[config.mk]
export PLATFORM = sky130hd
export DESIGN_NAME = abp_bounds_acc
export DESIGN_NICKNAME = d
export VERILOG_FILES = /design/src/rtl/core/abp_pkg.sv /design/src/rtl/core/abp_bounds_acc.sv
export SDC_FILE = /design/constraint.sdc
export NUM_CORES = 1
export LEC_CHECK = 0
export BUFFER_PORTS_ARGS = -buffer_cell sky130_fd_sc_hd__buf_2
export CAP_MARGIN = 20
export CORE_MARGIN = 2
export CORE_UTILIZATION = 55
export CTS_BUF_LIST = sky130_fd_sc_hd__clkbuf_4 sky130_fd_sc_hd__clkbuf_8 sky130_fd_sc_hd__clkbuf_16
export DETAILED_ROUTE_END_ITERATION = 7
export PLACE_DENSITY = 0.73
export SLEW_MARGIN = 20
export SYNTH_ARGS = -nofsm -noshare
export SYNTH_HDL_FRONTEND = slang
export SYNTH_SLANG_ARGS = --single-unit
[constraint.sdc]
create_clock -name clk -period 7.7 [get_ports clk]
set_input_delay 1.155 -clock clk [delete_from_list [all_inputs] [get_ports clk]]
set_output_delay 1.155 -clock clk [all_outputs]
set_load 0.02 [all_outputs]
[src/rtl/core/abp_pkg.sv]
`timescale 1ns / 1ps
// ----------------------------------------------------------------------------
// abp_pkg
// shared types and constants of the box bounds projector
// ----------------------------------------------------------------------------
package abp_pkg;

  localparam int DATA_W            = 32;
  localparam int CORNER_COUNT      = 8;
  localparam int CORNER_IDX_W      = 3;
  localparam int AXIS_COUNT        = 3;
  localparam int REG_COUNT         = 8;
  localparam int REG_IDX_W         = 3;
  localparam int APB_ADDR_W        = 6;
  localparam int APB_DATA_W        = 64;
  localparam int QUOT_W            = 32;
  localparam int DEFAULT_FRAC_BITS = 16;

  localparam logic [CORNER_IDX_W-1:0] LAST_CORNER = CORNER_IDX_W'(CORNER_COUNT - 1);

  localparam logic [DATA_W-1:0] SAT_MAX = 32'h7FFF_FFFF;
  localparam logic [DATA_W-1:0] SAT_MIN = 32'h8000_0000;

  // identity in Q16.16, two entries per register
  localparam logic [APB_DATA_W-1:0] MATRIX_RESET [REG_COUNT] = '{
    64'h0000_0000_0001_0000, 64'h0000_0000_0000_0000,
    64'h0001_0000_0000_0000, 64'h0000_0000_0000_0000,
    64'h0000_0000_0000_0000, 64'h0000_0000_0001_0000,
    64'h0000_0000_0000_0000, 64'h0001_0000_0000_0000
  };

  typedef logic signed [DATA_W-1:0] coord_t;
  typedef coord_t [AXIS_COUNT-1:0] point_t;
  typedef coord_t [3:0][3:0] matrix_t;   // [row][col]

  typedef struct packed {
    logic   box_present;
    coord_t box_min_x;
    coord_t box_min_y;
    coord_t box_min_z;
    coord_t box_max_x;
    coord_t box_max_y;
    coord_t box_max_z;
  } box_t;

  typedef struct packed {
    coord_t ndc_min_x;
    coord_t ndc_min_y;
    coord_t ndc_min_z;
    coord_t ndc_max_x;
    coord_t ndc_max_y;
    coord_t ndc_max_z;
    logic   no_corner_kept;
  } ndc_t;

  // sideband that travels with each corner
  typedef struct packed {
    logic valid;
    logic first;
    logic last;
    logic present;
  } corner_tag_t;

endpackage

[src/rtl/core/abp_bounds_acc.sv]
`timescale 1ns / 1ps
// ----------------------------------------------------------------------------
// abp_bounds_acc
// folds corner quotients into min and max, holds the result register
// ----------------------------------------------------------------------------
module abp_bounds_acc (
  input  logic                 clk,
  input  logic                 rst,
  input  logic                 advance,
  input  abp_pkg::corner_tag_t tag,
  input  abp_pkg::coord_t      quot [3],
  input  logic                 skip,
  output logic                 ndc_valid,
  output abp_pkg::ndc_t        ndc
);
  import abp_pkg::*;

  coord_t mn [3];
  coord_t mx [3];
  logic   kept;
  coord_t mn_next [3];
  coord_t mx_next [3];
  logic   kept_next;

  always_comb begin
    kept_next = (tag.first ? 1'b0 : kept) || !skip;
    for (int c = 0; c < 3; c++) begin
      mn_next[c] = tag.first ? coord_t'(SAT_MAX) : mn[c];
      mx_next[c] = tag.first ? coord_t'(SAT_MIN) : mx[c];
      if (!skip) begin
        if (quot[c] < mn_next[c]) mn_next[c] = quot[c];
        if (quot[c] > mx_next[c]) mx_next[c] = quot[c];
      end
    end
  end

  always_ff @(posedge clk) begin
    if (rst) begin
      ndc_valid <= 1'b0;
    end else if (advance) begin
      ndc_valid <= tag.valid && tag.last;
    end
  end

  always_ff @(posedge clk) begin
    if (advance && tag.valid) begin
      kept <= kept_next;
      for (int c = 0; c < 3; c++) begin
        mn[c] <= mn_next[c];
        mx[c] <= mx_next[c];
      end
      if (tag.last) begin
        if (tag.present) begin
          ndc.ndc_min_x      <= mn_next[0];
          ndc.ndc_min_y      <= mn_next[1];
          ndc.ndc_min_z      <= mn_next[2];
          ndc.ndc_max_x      <= mx_next[0];
          ndc.ndc_max_y      <= mx_next[1];
          ndc.ndc_max_z      <= mx_next[2];
          ndc.no_corner_kept <= !kept_next;
        end else begin
          ndc <= '0;
        end
      end
    end
  end

endmodule

==> results.md <==
* Initial antenna violation count at 8
* Pwr Density at 212.4 mW/mm^2
* Tcrit/Tclk final at 65.27%
* Die Y at 207.9 microns
* Worst vdd ir at 0.1471 mV
* Final RePlAce weighted congestion at 0.8516
* Layout Skew at 0.01568 ns
* IO buf count at 297
* CTS tree: yes
* Drt first-iter violations at 996
* Post_cts resized at 0
* TritonCTS buffer count at 43
* Max-cap viol count at 0
* WHS at 0.5106 ns
* Dpl ws at 2.036 ns
* Status: complete, no violations
* Via/cell ratio at 5.751
* EDFF count, synth at 386
* Kind of critical path: in2reg
* Starting density of the core at 55.89%
* Routed vias at 16070
* Wirelength, routed at 55.11 mm
* Multi-input logic area at 0.01024 sq mm
* Critical Path Source Type: input port
* CTS max path bufs at 3
* CTS root buffer: clkbuf_16
* Gr ovfl total at 0
* Pleak at 11.70 nW
* Core Area at 0.04092 sq mm
* Worst Path Arrival at 5.46 ns
* 1st-pass router iterations at 5
* Row count at 74
* FF/Latch Area at 0.01161 sq mm
* Filler Cell Count at 3189
* Syn nets at 2255
* Hold Violations, Final at 0
* Avg WL per Cell at 19.73 microns
* Synth Area per Inst at 11.66 sq um
* Cell area after synthesis at 0.02287 sq mm
* Clock Sinks at 387
* Clock latency on the worst-skew pair at 0.57 ns
* Overall power at 5.574 mW
* Post-route ant nets at 0
* Unrepaired setup endpoints after global routing: false
* IO Pins at 298
* Fmax at 0.1990 GHz
* # hold bufs at CTS at 0
* Fin crit period at 5.026 ns
* DRC viols at 0
* Top FF cell, synth: edfxtp_1
* Worst-Margin Slew at 1.012 ns
* Ys async rst share at 0%
* Max-slew violation count at 0
* Final setup TNS at 0 ns
* FF+latch count, synth at 387
* Finished Cell Area at 0.02625 sq mm
* GRT Total Usage at 25.01%
* Post-layout nets at 2516
* Post CTS Setup Buffer Count at 0
* Hold Crit Class: reg2reg
* Number of setup violations in the final report at 0
* Sequential-to-total area share from yosys stat at 50.76%
* Worst-path clk slew at 0.06 ns
* Die Width at 207.9 microns
* Area of placed instances at 0.02472 sq mm
* Worst Path Required at 8.13 ns
* H-tree depth at 2
* Min setup slack post-route at 2.674 ns
* Area delta synth->final at 14.74%
* Die Area at 0.04324 sq mm
* Largest net degree at the start of global routing at 125
* First-pass GRT wire length at 86.70 mm
* Vias in the first global route at 16270
* Rel. slew slack at 31.09%
* Synth Instances at 1962
* Library cells used by synthesis at 57
* Max FO, Critical Path at 124
* Ratio of cells with drive above 1 in the final layout at 23.31%
* Crit end category: register
* Dpl hpwl at 37.17 mm
* Synth warn at 0
layout make-up:
class	count	share of cell area, %
clock buffers	56	4.701
clock inverters	23	0.9678
repair buffers	317	6.503
multi-input cells	1334	39.00
well taps	532	2.536
diodes	5	0.04767
flip-flops and latches	387	44.24
inverters	140	2.002
where the power goes:
part | switching, mW | internal, mW
sequential | 0.0284 | 2.46
combinational | 0.552 | 0.364
clock | 0.842 | 1.33
kinds of logic (layout without fill, tap and decap cells):
family | count (synthesis) | count (layout) | synth area share (%)
and+or+nand+nor | 562 | 562 | 12.16
other | 0 | 5 | 0
DFF | 387 | 387 | 50.76
buffers and inverters | 241 | 536 | 4.835
AOI/OAI and AO/OA | 258 | 258 | 6.854
adders and majority gates | 189 | 189 | 10.34
muxes | 325 | 325 | 15.05
stage by stage:
stage,instances,util (%)
final,2794,64.13
after floorplan,1962,-
after CTS,2788,64.03
after detailed placement,2709,60.39
after global routing,2794,64.13
after global placement,2708,60.32
worst paths after layout:
check	from	to	slack, ns	cells after the start
setup / recovery	tag[2]	ndc[18]$_SDFFCE_PN0P_	2.67	11
setup reg to reg	mn[0][57]$_DFFE_PP_	mn[0][34]$_DFFE_PP_	3.63	10
hold reg to reg	ndc_valid$_SDFFE_PP0P_	ndc_valid$_SDFFE_PP0P_	0.51	2
hold / removal	ndc_valid$_SDFFE_PP0P_	ndc_valid$_SDFFE_PP0P_	0.51	2
registers in the layout (all words and copies together) (netlist names):
| register | flops |
|---|---|
| ndc | 193 |
| mx | 96 |
| ndc_valid | 1 |
| kept | 1 |
| mn | 96 |
cells in the final DEF (no fill, tap or decap), types with 7 or more instances in the layout:
cell type  instances
a211oi_1           7
a21o_1            13
a21oi_1           65
a31oi_1            7
and2_1            34
buf_2            295
buf_4             16
clkbuf_16         45
clkbuf_4           7
clkinv_1           9
clkinv_2           8
edfxtp_1         386
ha_1             189
inv_1            140
mux2_2            32
mux2_4            28
mux2i_1          255
nand2_1          214
nand2b_1          64
nand3_1            7
nand4_1           23
nor2_1            87
nor2b_1           38
nor3_1             7
nor4_1             7
o211ai_1          36
o21ai_0           98
or2_2             62
per-layer routing:
metal	vias to the layer above	wire (microns)	track usage (%)	part of all wire [%]
li1	7641	-	-	-
met3	101	3772	4.589	6.8
met1	7796	23820	34.21	43
met4	6	1580	8.755	2.9
met5	-	44	0	0.080
met2	523	25900	40.18	47
critical path: stages:
cell and delay (ns):
buf_6 0.53, buf_12 0.47, nand2b_1 0.22, ha_1 0.17, nand4_1 0.19, a2111o_1 0.40, a31oi_1 0.32, mux2i_4 0.90
buf_4 0.44, mux2i_1 0.28, and2_1 0.15
cells in the mapped netlist (11+ instances only):
library cell	n	area, sq um
ha_1	189	2365
nor2b_1	39	244.0
nand4_1	23	143.9
mux2_2	33	371.6
buf_4	11	82.58
edfxtp_1	386	11590
mux2i_1	258	2582
or2_2	62	387.9
mux2_4	28	420.4
nor2_1	88	330.3
clkbuf_1	66	247.7
buf_6	16	180.2
nand2_1	214	803.3
o211ai_1	36	270.3
inv_1	140	525.5
a21o_1	13	97.59
a21oi_1	65	325.3
nand2b_1	64	400.4
and2_1	35	219.0
o21ai_0	98	490.5
No activity file was read; power rests on OpenSTA's default activity.
