**config.mk**
```make
export PLATFORM = sky130hd
export DESIGN_NAME = abp_corner_seq
export DESIGN_NICKNAME = d
export VERILOG_FILES = /design/src/rtl/core/abp_pkg.sv /design/src/rtl/core/abp_corner_seq.sv
export SDC_FILE = /design/constraint.sdc
export NUM_CORES = 1
export LEC_CHECK = 0
export BUFFER_PORTS_ARGS = -buffer_cell sky130_fd_sc_hd__clkbuf_2
export CORE_ASPECT_RATIO = 0.8
export CORE_MARGIN = 5
export CORE_UTILIZATION = 45
export DETAILED_ROUTE_END_ITERATION = 10
export HOLD_SLACK_MARGIN = 0.1
export PLACE_DENSITY = 0.8
export SYNTH_ARGS = -nofsm -noshare
export SYNTH_HDL_FRONTEND = slang
export SYNTH_SLANG_ARGS = --single-unit
```
**constraint.sdc**
```tcl
create_clock -name clk -period 12.8 [get_ports clk]
set_clock_uncertainty 0.05 [all_clocks]
set_input_delay 1.28 -clock clk [delete_from_list [all_inputs] [get_ports clk]]
set_output_delay 1.28 -clock clk [all_outputs]
set_load 0.03 [all_outputs]
```
**src/rtl/core/abp_pkg.sv**
```systemverilog
`timescale 1ns / 1ps
// ----------------------------------------------------------------------------
// abp_pkg
// shared types and constants of the box bounds projector
// ----------------------------------------------------------------------------
package abp_pkg;

  localparam int DATA_W            = 32;
  localparam int CORNER_COUNT      = 8;
  localparam int CORNER_IDX_W      = 3;
  localparam int AXIS_COUNT        = 3;
  localparam int REG_COUNT         = 8;
  localparam int REG_IDX_W         = 3;
  localparam int APB_ADDR_W        = 6;
  localparam int APB_DATA_W        = 64;
  localparam int QUOT_W            = 32;
  localparam int DEFAULT_FRAC_BITS = 16;

  localparam logic [CORNER_IDX_W-1:0] LAST_CORNER = CORNER_IDX_W'(CORNER_COUNT - 1);

  localparam logic [DATA_W-1:0] SAT_MAX = 32'h7FFF_FFFF;
  localparam logic [DATA_W-1:0] SAT_MIN = 32'h8000_0000;

  // identity in Q16.16, two entries per register
  localparam logic [APB_DATA_W-1:0] MATRIX_RESET [REG_COUNT] = '{
    64'h0000_0000_0001_0000, 64'h0000_0000_0000_0000,
    64'h0001_0000_0000_0000, 64'h0000_0000_0000_0000,
    64'h0000_0000_0000_0000, 64'h0000_0000_0001_0000,
    64'h0000_0000_0000_0000, 64'h0001_0000_0000_0000
  };

  typedef logic signed [DATA_W-1:0] coord_t;
  typedef coord_t [AXIS_COUNT-1:0] point_t;
  typedef coord_t [3:0][3:0] matrix_t;   // [row][col]

  typedef struct packed {
    logic   box_present;
    coord_t box_min_x;
    coord_t box_min_y;
    coord_t box_min_z;
    coord_t box_max_x;
    coord_t box_max_y;
    coord_t box_max_z;
  } box_t;

  typedef struct packed {
    coord_t ndc_min_x;
    coord_t ndc_min_y;
    coord_t ndc_min_z;
    coord_t ndc_max_x;
    coord_t ndc_max_y;
    coord_t ndc_max_z;
    logic   no_corner_kept;
  } ndc_t;

  // sideband that travels with each corner
  typedef struct packed {
    logic valid;
    logic first;
    logic last;
    logic present;
  } corner_tag_t;

endpackage

```
**src/rtl/core/abp_corner_seq.sv**
```systemverilog
`timescale 1ns / 1ps
// ----------------------------------------------------------------------------
// abp_corner_seq
// holds one box and issues its eight corners, one per cycle while advance is high
// ----------------------------------------------------------------------------
module abp_corner_seq (
  input  logic                 clk,
  input  logic                 rst,
  input  logic                 advance,
  input  logic                 box_valid,
  input  abp_pkg::box_t        box,
  output logic                 box_stall,
  output abp_pkg::corner_tag_t tag,
  output abp_pkg::point_t      point
);
  import abp_pkg::*;

  box_t                    box_q;
  logic                    busy;
  logic [CORNER_IDX_W-1:0] cnt;
  logic                    ready;
  logic                    take;

  assign ready     = advance && (!busy || cnt == LAST_CORNER);
  assign take      = box_valid && ready;
  assign box_stall = !ready;

  always_ff @(posedge clk) begin
    if (rst) begin
      busy      <= 1'b0;
      cnt       <= '0;
      tag.valid <= 1'b0;
    end else if (advance) begin
      tag.valid <= busy;
      if (take) begin
        busy <= 1'b1;
        cnt  <= '0;
      end else if (busy) begin
        cnt <= cnt + 1'b1;
        if (cnt == LAST_CORNER) begin
          busy <= 1'b0;
        end
      end
    end
  end

  always_ff @(posedge clk) begin
    if (take) begin
      box_q <= box;
    end
    if (advance) begin
      tag.first   <= (cnt == '0);
      tag.last    <= (cnt == LAST_CORNER);
      tag.present <= box_q.box_present;
      point[0]    <= cnt[0] ? box_q.box_max_x : box_q.box_min_x;
      point[1]    <= cnt[1] ? box_q.box_max_y : box_q.box_min_y;
      point[2]    <= cnt[2] ? box_q.box_max_z : box_q.box_min_z;
    end
  end

endmodule

```
==> results.md, run 1 <==
- The final-report hold violation count is 0.
- The power density over cell area is 157 nW/um^2.
- Counting every net in the synthesized netlist gives roughly 630.
- The total length of routed wires is 19700 um.
- The top cell type's share of synthesized area is 82.7%.
- In this run the worst setup path begins at advance.
- 0 antenna diodes ended up in the layout.
- TritonCTS built the clock tree.
- The leakage power is 5.23 nW.
- The run finished with clean final reports.
- For this run the aggregate overflow at the end of global routing stands at 0.
- Across the VDD grid, the largest voltage drop is ~0.00011 V.
- The async set or reset register ratio after synthesis is 0%.
- Global routing used between 10 and 15% of the available tracks across all layers.
- The synthesis-to-finish area growth is 25.4%.
- a little under 300 I/O pins were placed.
- Yosys printed 0 warnings.
- The time the final worst path needs with I/O delays and setup is 4.00 ns.
- At the pin with the least slew margin, the transition time is 1.16 ns.
- The maximum clock rate is approximately 0.25 GHz.
- The commonest register cell after synthesis is edfxtp_1.
- The final worst-path cycle share is 31.2%.
- The core area is between 20000 and 25000 sq um.
- The CTS buffer count is 29.
- The routed layout has a little under 5000 vias.
- The hold path startpoint is box_q[192].
- The number of gates resized after CTS is 0.
- The first global-routing pass estimated between 20000 and 30000 um of wire.
- The pre-antenna-repair detailed-routing pass consisted of 4 iterations.
- The average cell area after synthesis is approximately 25 sq um.
- In this run the critical register-to-register path is launched from cnt[1].
- Fill cells in the final layout number around 1700.
- The congestion estimate from routability-driven global placement came to between 0.7 and 0.8.
- Setup repair after global routing left no endpoint under its margin.
- The count of state elements after synthesis is 297.
- The arrival time of data at the critical path endpoint is 4.09 ns.
- The DRC violation count after routing is 0.
- The highest net fanout along the worst path is a little under 80.
- At the worst endpoint, the required time is approximately 13 ns.
- The number of maximum-capacitance constraint violations is 0.
- The number of max-slew violations in the final report is 0.
- Entering global routing, the biggest net connects 79 pins.
- The distinct cell type count of the synthesized netlist is 20.
- The synthesized instance count is 427.
- The path class of the tightest hold or removal check is reg -> reg.
- The netlist area before placement is approximately 11000 sq um.
- The worst setup path is captured at a flop.
- The final-report setup violation count is 0.
- Measured along the x axis, the die boundary spans 182 um.
- The floorplan has 50 rows.
- The floorplan step set the die height to around 150 um.
- The die area is about 27000 sq um.
- The worst setup path is launched from a primary input.
- The detail-routed net length per standard cell is between 15 and 20 um.
- The cell sitting at the root of the clock tree is a clkbuf_16.
- The final layout net count is 949.
- The clock insertion delay at the later pin of the skew report is between 0.5 and 0.6 ns.
- After clock tree synthesis, the clock-pin slew on the worst setup and hold paths is approximately 0.060 ns.
- Once the floorplan was initialized, standard cells occupied 45.5% of the core.
- For this design, the sink count on the clock tree is 297.
- Counting flops with a built-in enable in the synthesized netlist gives 292.
- The normalized max-slew margin is between 20 and 25%.
- The number of global-route vias before repair is about 5300.
- The setup TNS is 0 ns.
- The number of nets with antenna violations after routing is 0.
- After synthesis, the cell types taking the most area are edfxtp_1 (83%), mux2_4 (12%), mux2_2 (1.1%).
- The initial antenna violation count is 0.
- The total design power is between 2 and 2.5 mW.
- The share of the yosys chip area belonging to registers is 83.6%.
- By startpoint and endpoint, the worst setup path is classified as in -> reg.
- The detailed router's first-iteration violation count is between 300 and 400.
- Of the cells placed in the final design, the portion with a size suffix greater than 1 is about three fifths.
- The number of setup buffers added after CTS is 0.
- The longest clock path from root to sink contains 3 buffers.
- The via-per-instance ratio is roughly 4.6.
- The biggest area consumer among synthesized cells is edfxtp_1.
- In this run the tool buffered the top-level ports with slightly below 300 buffer cells.
- The total half-perimeter wirelength after legalization and detailed placement is about 13000 um.
- CTS built an H-tree with a depth of 1.
- The count of hold-fix buffers inserted at cts is 0.
[flip-flops by register name (all words and copies together), names as in the netlist]
| signal | count |
|---|---|
| tag | 4 |
| box_q | 193 |
| point | 96 |
| busy | 1 |
| cnt | 3 |
[report_power, final]
group | switching (mW) | internal (mW) | total (mW)
clock network | 0.338 | 0.488 | 0.827
logic | 0.0786 | 0.0527 | 0.131
registers | 0.0125 | 1.12 | 1.13
total | 0.429 | 1.66 | 2.09
[cell type report]
type                            instances  area, sq um  area share (%)
Inverter                                4         15.0           0.113
Sequential cell                       297         8870            66.7
Clock buffer                           37          776            5.83
Tap cell                              312          390            2.93
Clock inverter                         16          164            1.23
Multi-Input combinational cell        114         1550            11.7
Timing Repair Buffer                  303         1530            11.5
[routing by layer]
| layer | vias up | global-route usage (%) | part of all wire [%] |
|---|---|---|---|
| met4 | 0 | 3.49 | 2.4 |
| met1 | 2373 | 17.6 | 38 |
| met2 | 221 | 24.9 | 51 |
| met5 | - | 0 | 0 |
| met3 | 36 | 4.36 | 8.8 |
| li1 | 2345 | - | - |
[cells in the mapped netlist (2+ instances only)]
cell and instances:
buf_8 2, buf_12 4, nor2_1 3, edfxtp_1 292, dfxtp_1 5, mux2_4 87
mux2_2 10, buf_6 6, a22o_1 2, inv_1 4, ha_1 3
[path summary, 6_finish.rpt]
kind,endpoint,slack (ns),depth (start not counted)
worst max-delay path,box_q[87],8.80,4
worst min-delay path,tag[0],0.38,0
worst max register to register,box_q[87],8.99,6
worst min register to register,tag[0],0.38,0
[cell families (layout without fill, tap and decap cells)]
| group | count (synthesis) | after routing | synth area share (%) |
|---|---|---|---|
| buf+inv | 16 | 360 | 1.82 |
| simple gates | 7 | 7 | 0.319 |
| compound gates | 7 | 7 | 0.519 |
| flops | 297 | 297 | 83.6 |
| fa+ha+maj | 3 | 3 | 0.354 |
| mux | 97 | 97 | 13.4 |
[layout by cell type (no fill, tap or decap), types with 2 or more instances in the layout]
cell type,n
buf_4,7
clkinv_4,3
dfxtp_1,2
inv_1,4
clkinv_2,5
clkbuf_8,2
mux2_4,87
dfxtp_2,3
nor2_1,2
clkbuf_16,29
clkinv_1,4
clkbuf_1,6
ha_1,3
clkbuf_2,296
a22o_1,2
mux2_2,10
bufinv_16,3
edfxtp_1,292
[metrics by stage]
step | std cells | util, % | instance area, sq um | hold slack, ns | setup WS (ns)
final | 1083 | 57.0 | 13300 | 0.376 | 8.80
after global placement | 1030 | 53.0 | 12400 | 0.358 | 8.33
after CTS | 1083 | 57.0 | 13300 | 0.373 | 8.81
after detailed placement | 1030 | 53.0 | 12400 | 0.362 | 8.25
after floorplan | 427 | - | 10600 | 0.350 | 2.20
after global routing | 1083 | 57.0 | 13300 | 0.379 | 8.60
[worst max-delay path: stages]
cell and delay [ns]:
buf_4 0.51, o21ai_0 0.34, nor2_4 0.94, buf_4 0.88
Power figures use the tool's default switching activity.
==> inputs of run 2 (changes only) <==
Clock period 12.8 ns to 4.2 ns, I/O delays scaled along.
==> results.md, run 2 (synthesized netlist as in run 1, its figures left out) <==
- The total half-perimeter wirelength after legalization and detailed placement is 13900 um.
- The actual transition at the worst max-transition pin is between 0.9 and 1 ns.
- IR analysis of the VDD net gives a maximum drop of ~0.00039 V.
- Along the worst path, the maximum fanout reaches 4.
- The boundary pin count is slightly below 300.
- Setup repair after global routing left no endpoint under its margin.
- For this run, the total global-route usage over all layers was measured as ~18%.
- The core region is approximately 23000 sq um.
- The total internal power is ~5 mW.
- The design draws 6.40 mW.
- At the end of the flow, the number of nets in the layout was 1145.
- The leakage power is about 6.0 nW.
- The total length of routed wires is 24600 um.
- The number of vias in the routed layout is around 6000.
- Grouping stages by cell kind, the critical path spends the most delay in adder cells.
- The register with the most flip-flops in the layout has roughly 190 of them.
- The arrival time of data at the critical path endpoint is roughly 1.7 ns.
- In this run the cell area measured after placement is about 12000 sq um.
- The clock network is responsible for between 30% and 40% of the overall power.
- The maximum clock rate is 0.466 GHz.
- Final hold analysis gives a worst-case slack of 0.183 ns.
- STA puts the critical path data required time at between 3 and 4 ns.
- Traced cell by cell, the critical path runs through ha_1 > ha_2 > o21ai_4 > clkbuf_2.
- The normalized max-slew margin is between 30 and 40%.
- The initial antenna violation count was 3.
- The sink count of the clock tree is 297.
- The DRC violation count after routing is 0.
- The number of nets with antenna violations after routing is 0.
- For the final routed database, the setup TNS stands at 0 ns.
- The die boundary height is 147 um.
- For this run the aggregate overflow at the end of global routing stands at 0.
- Post-CTS repair changed the size of 0 cells.
- The time the final worst path needs with I/O delays and setup is around 2.1 ns.
- For the worst-skew pair, the clock arrives at the later sink with an insertion delay of approximately 0.52 ns.
- In this run the clock root is driven by a clkbuf_16.
- STA classifies the critical path endpoint as an output pin.
- Among all stages on the critical path, the largest delay is contributed by dfxtp_2.
- The number of detailed-routing iterations run before antenna repair is 4.
- The kind of start point of the critical path is a flop.
- The routability-driven placement congestion ratio is about 0.77.
- The number of max-slew violations in the final report is 0.
- Measured along the x axis, the die boundary spans around 180 um.
- The CTS tree is done.
- The worst setup path is of the reg -> out kind.
- Max-cap violations in this run came to 0.
- The detail-routed net length per standard cell is a little under 20 um.
- The share of total power in sequential cells is 54.0%.
- The die area is about 27000 sq um.
- The first global-routing pass estimated approximately 38000 um of wire.
- The combinational share of power is slightly below 9%.
- The site row count is 50.
- The share of layout cells above drive strength 1 is a little under half.
- The number of global-route vias before repair came to 6780.
- The clock passes through at most 3 buffers.
- Once the floorplan was initialized, standard cells occupied a little under half of the core.
- The largest registers in the layout are box_q x193, point x96, tag x4.
- TritonCTS created 29 clock buffers.
- Counting flops per register, the top entry is box_q.
- The final worst-path cycle share is between 50 and 60%.
- The power density over cell area is about 420 nW/um^2.
- For this design the total switching power over the nets is roughly 1.4 mW.
- The path type of the worst min-delay path is in -> reg.
- Entering global routing, the biggest net connects 74 pins.
- In this run switching power makes up 21.5% of total power.
- The final non-filler cell area is approximately 15000 sq um.
- In the layout the commonest cells are clkbuf_2 (296), edfxtp_1 (292), dlygate4sd3_1 (194).
- On the worst path, the slowest cell contributes a delay of between 0.3 and 0.4 ns.
- The final-report hold violation count is 0.
- Port buffering added roughly 300 buffers.
- In this run the number of H-tree levels came out at 1.
- The buffers plus inverters on the worst setup path is 1.
- Clock-pin slew was measured on the worst setup and hold paths at roughly 0.06 ns.
- The most common cell after layout, fill and taps aside is clkbuf_2.
- The synthesis-to-finish area growth is 43.4%.
- The via-per-instance ratio is 4.62.
- The run finished with clean final reports.
- Setup violations remaining at the end of the flow were counted as 0.
- In this run, the number of DRC markers left after iteration 0 of detailed routing was roughly 250.
-- run 2: cell count changes in the layout (fill, tap and decap cells not counted), sizes merged --
cell         before  now
buf               7    9
bufinv            3    1
clkbuf          333  330
clkinv           12   13
clkinvlp          1    5
diode             0    3
dlygate4sd3       0  194
-- run 2: final timing paths --
check,from,endpoint,slack [ns],cells past startpoint
worst max-delay path,cnt[0],box_stall,2.05,4
worst min-delay path,box_valid,busy,0.18,3
worst max register to register,cnt[0],box_q[9],2.11,5
worst min register to register,box_q[192],tag[0],0.37,0
-- run 2: final cells by class --
type | count | area (sq um)
clock buffers | 34 | 744
repair buffers | 499 | 3490
fillers | 1524 | 8120
inverters | 4 | 15.0
flip-flops and latches | 297 | 8870
clock inverters | 19 | 125
diodes | 3 | 7.51
multi-input cells | 114 | 1570
well taps | 312 | 390
-- run 2: per-layer routing --
layer	vias up	part of all wire, %	GRT usage [%]	routed length, um
met5	-	0	0	0
met4	0	2.8	5.36	678
met3	50	7.2	5.05	1790
met2	216	54	33.2	13200
met1	2921	36	20.5	8970
li1	2741	-	-	-
-- run 2: what timing repair did --
action	4_1_cts	5_1_grt
hold buffers	194	0
buffers inserted	0	0
hold endpoints to repair	195	0
-- run 2: worst register-to-register path: stages, from the launching register on --
cell,delay (ns)
dfxtp_2,0.33
ha_1,0.14
ha_2,0.24
o21ai_4,0.08
nor2_4,0.12
buf_4,0.71
-- run 2: through the flow --
step,util (%),worst slack (ns),instances
finish,65.2,2.05,1282
global route,65.2,1.98,1282
CTS,65.2,2.01,1279
detailed placement,53.1,2.07,1032
global placement,53.1,2.15,1032
floorplan,-,0.0243,427
-- run 2: power by group through the flow --
stage / combinational [mW] / clock, mW / sequential [mW]
global placement: 0.402 / 0 / 3.51
global route: 0.600 / 2.56 / 3.47
floorplan: 0.115 / 0 / 3.62
finish: 0.564 / 2.38 / 3.46
CTS: 0.557 / 2.41 / 3.46
detailed placement: 0.411 / 0 / 3.52
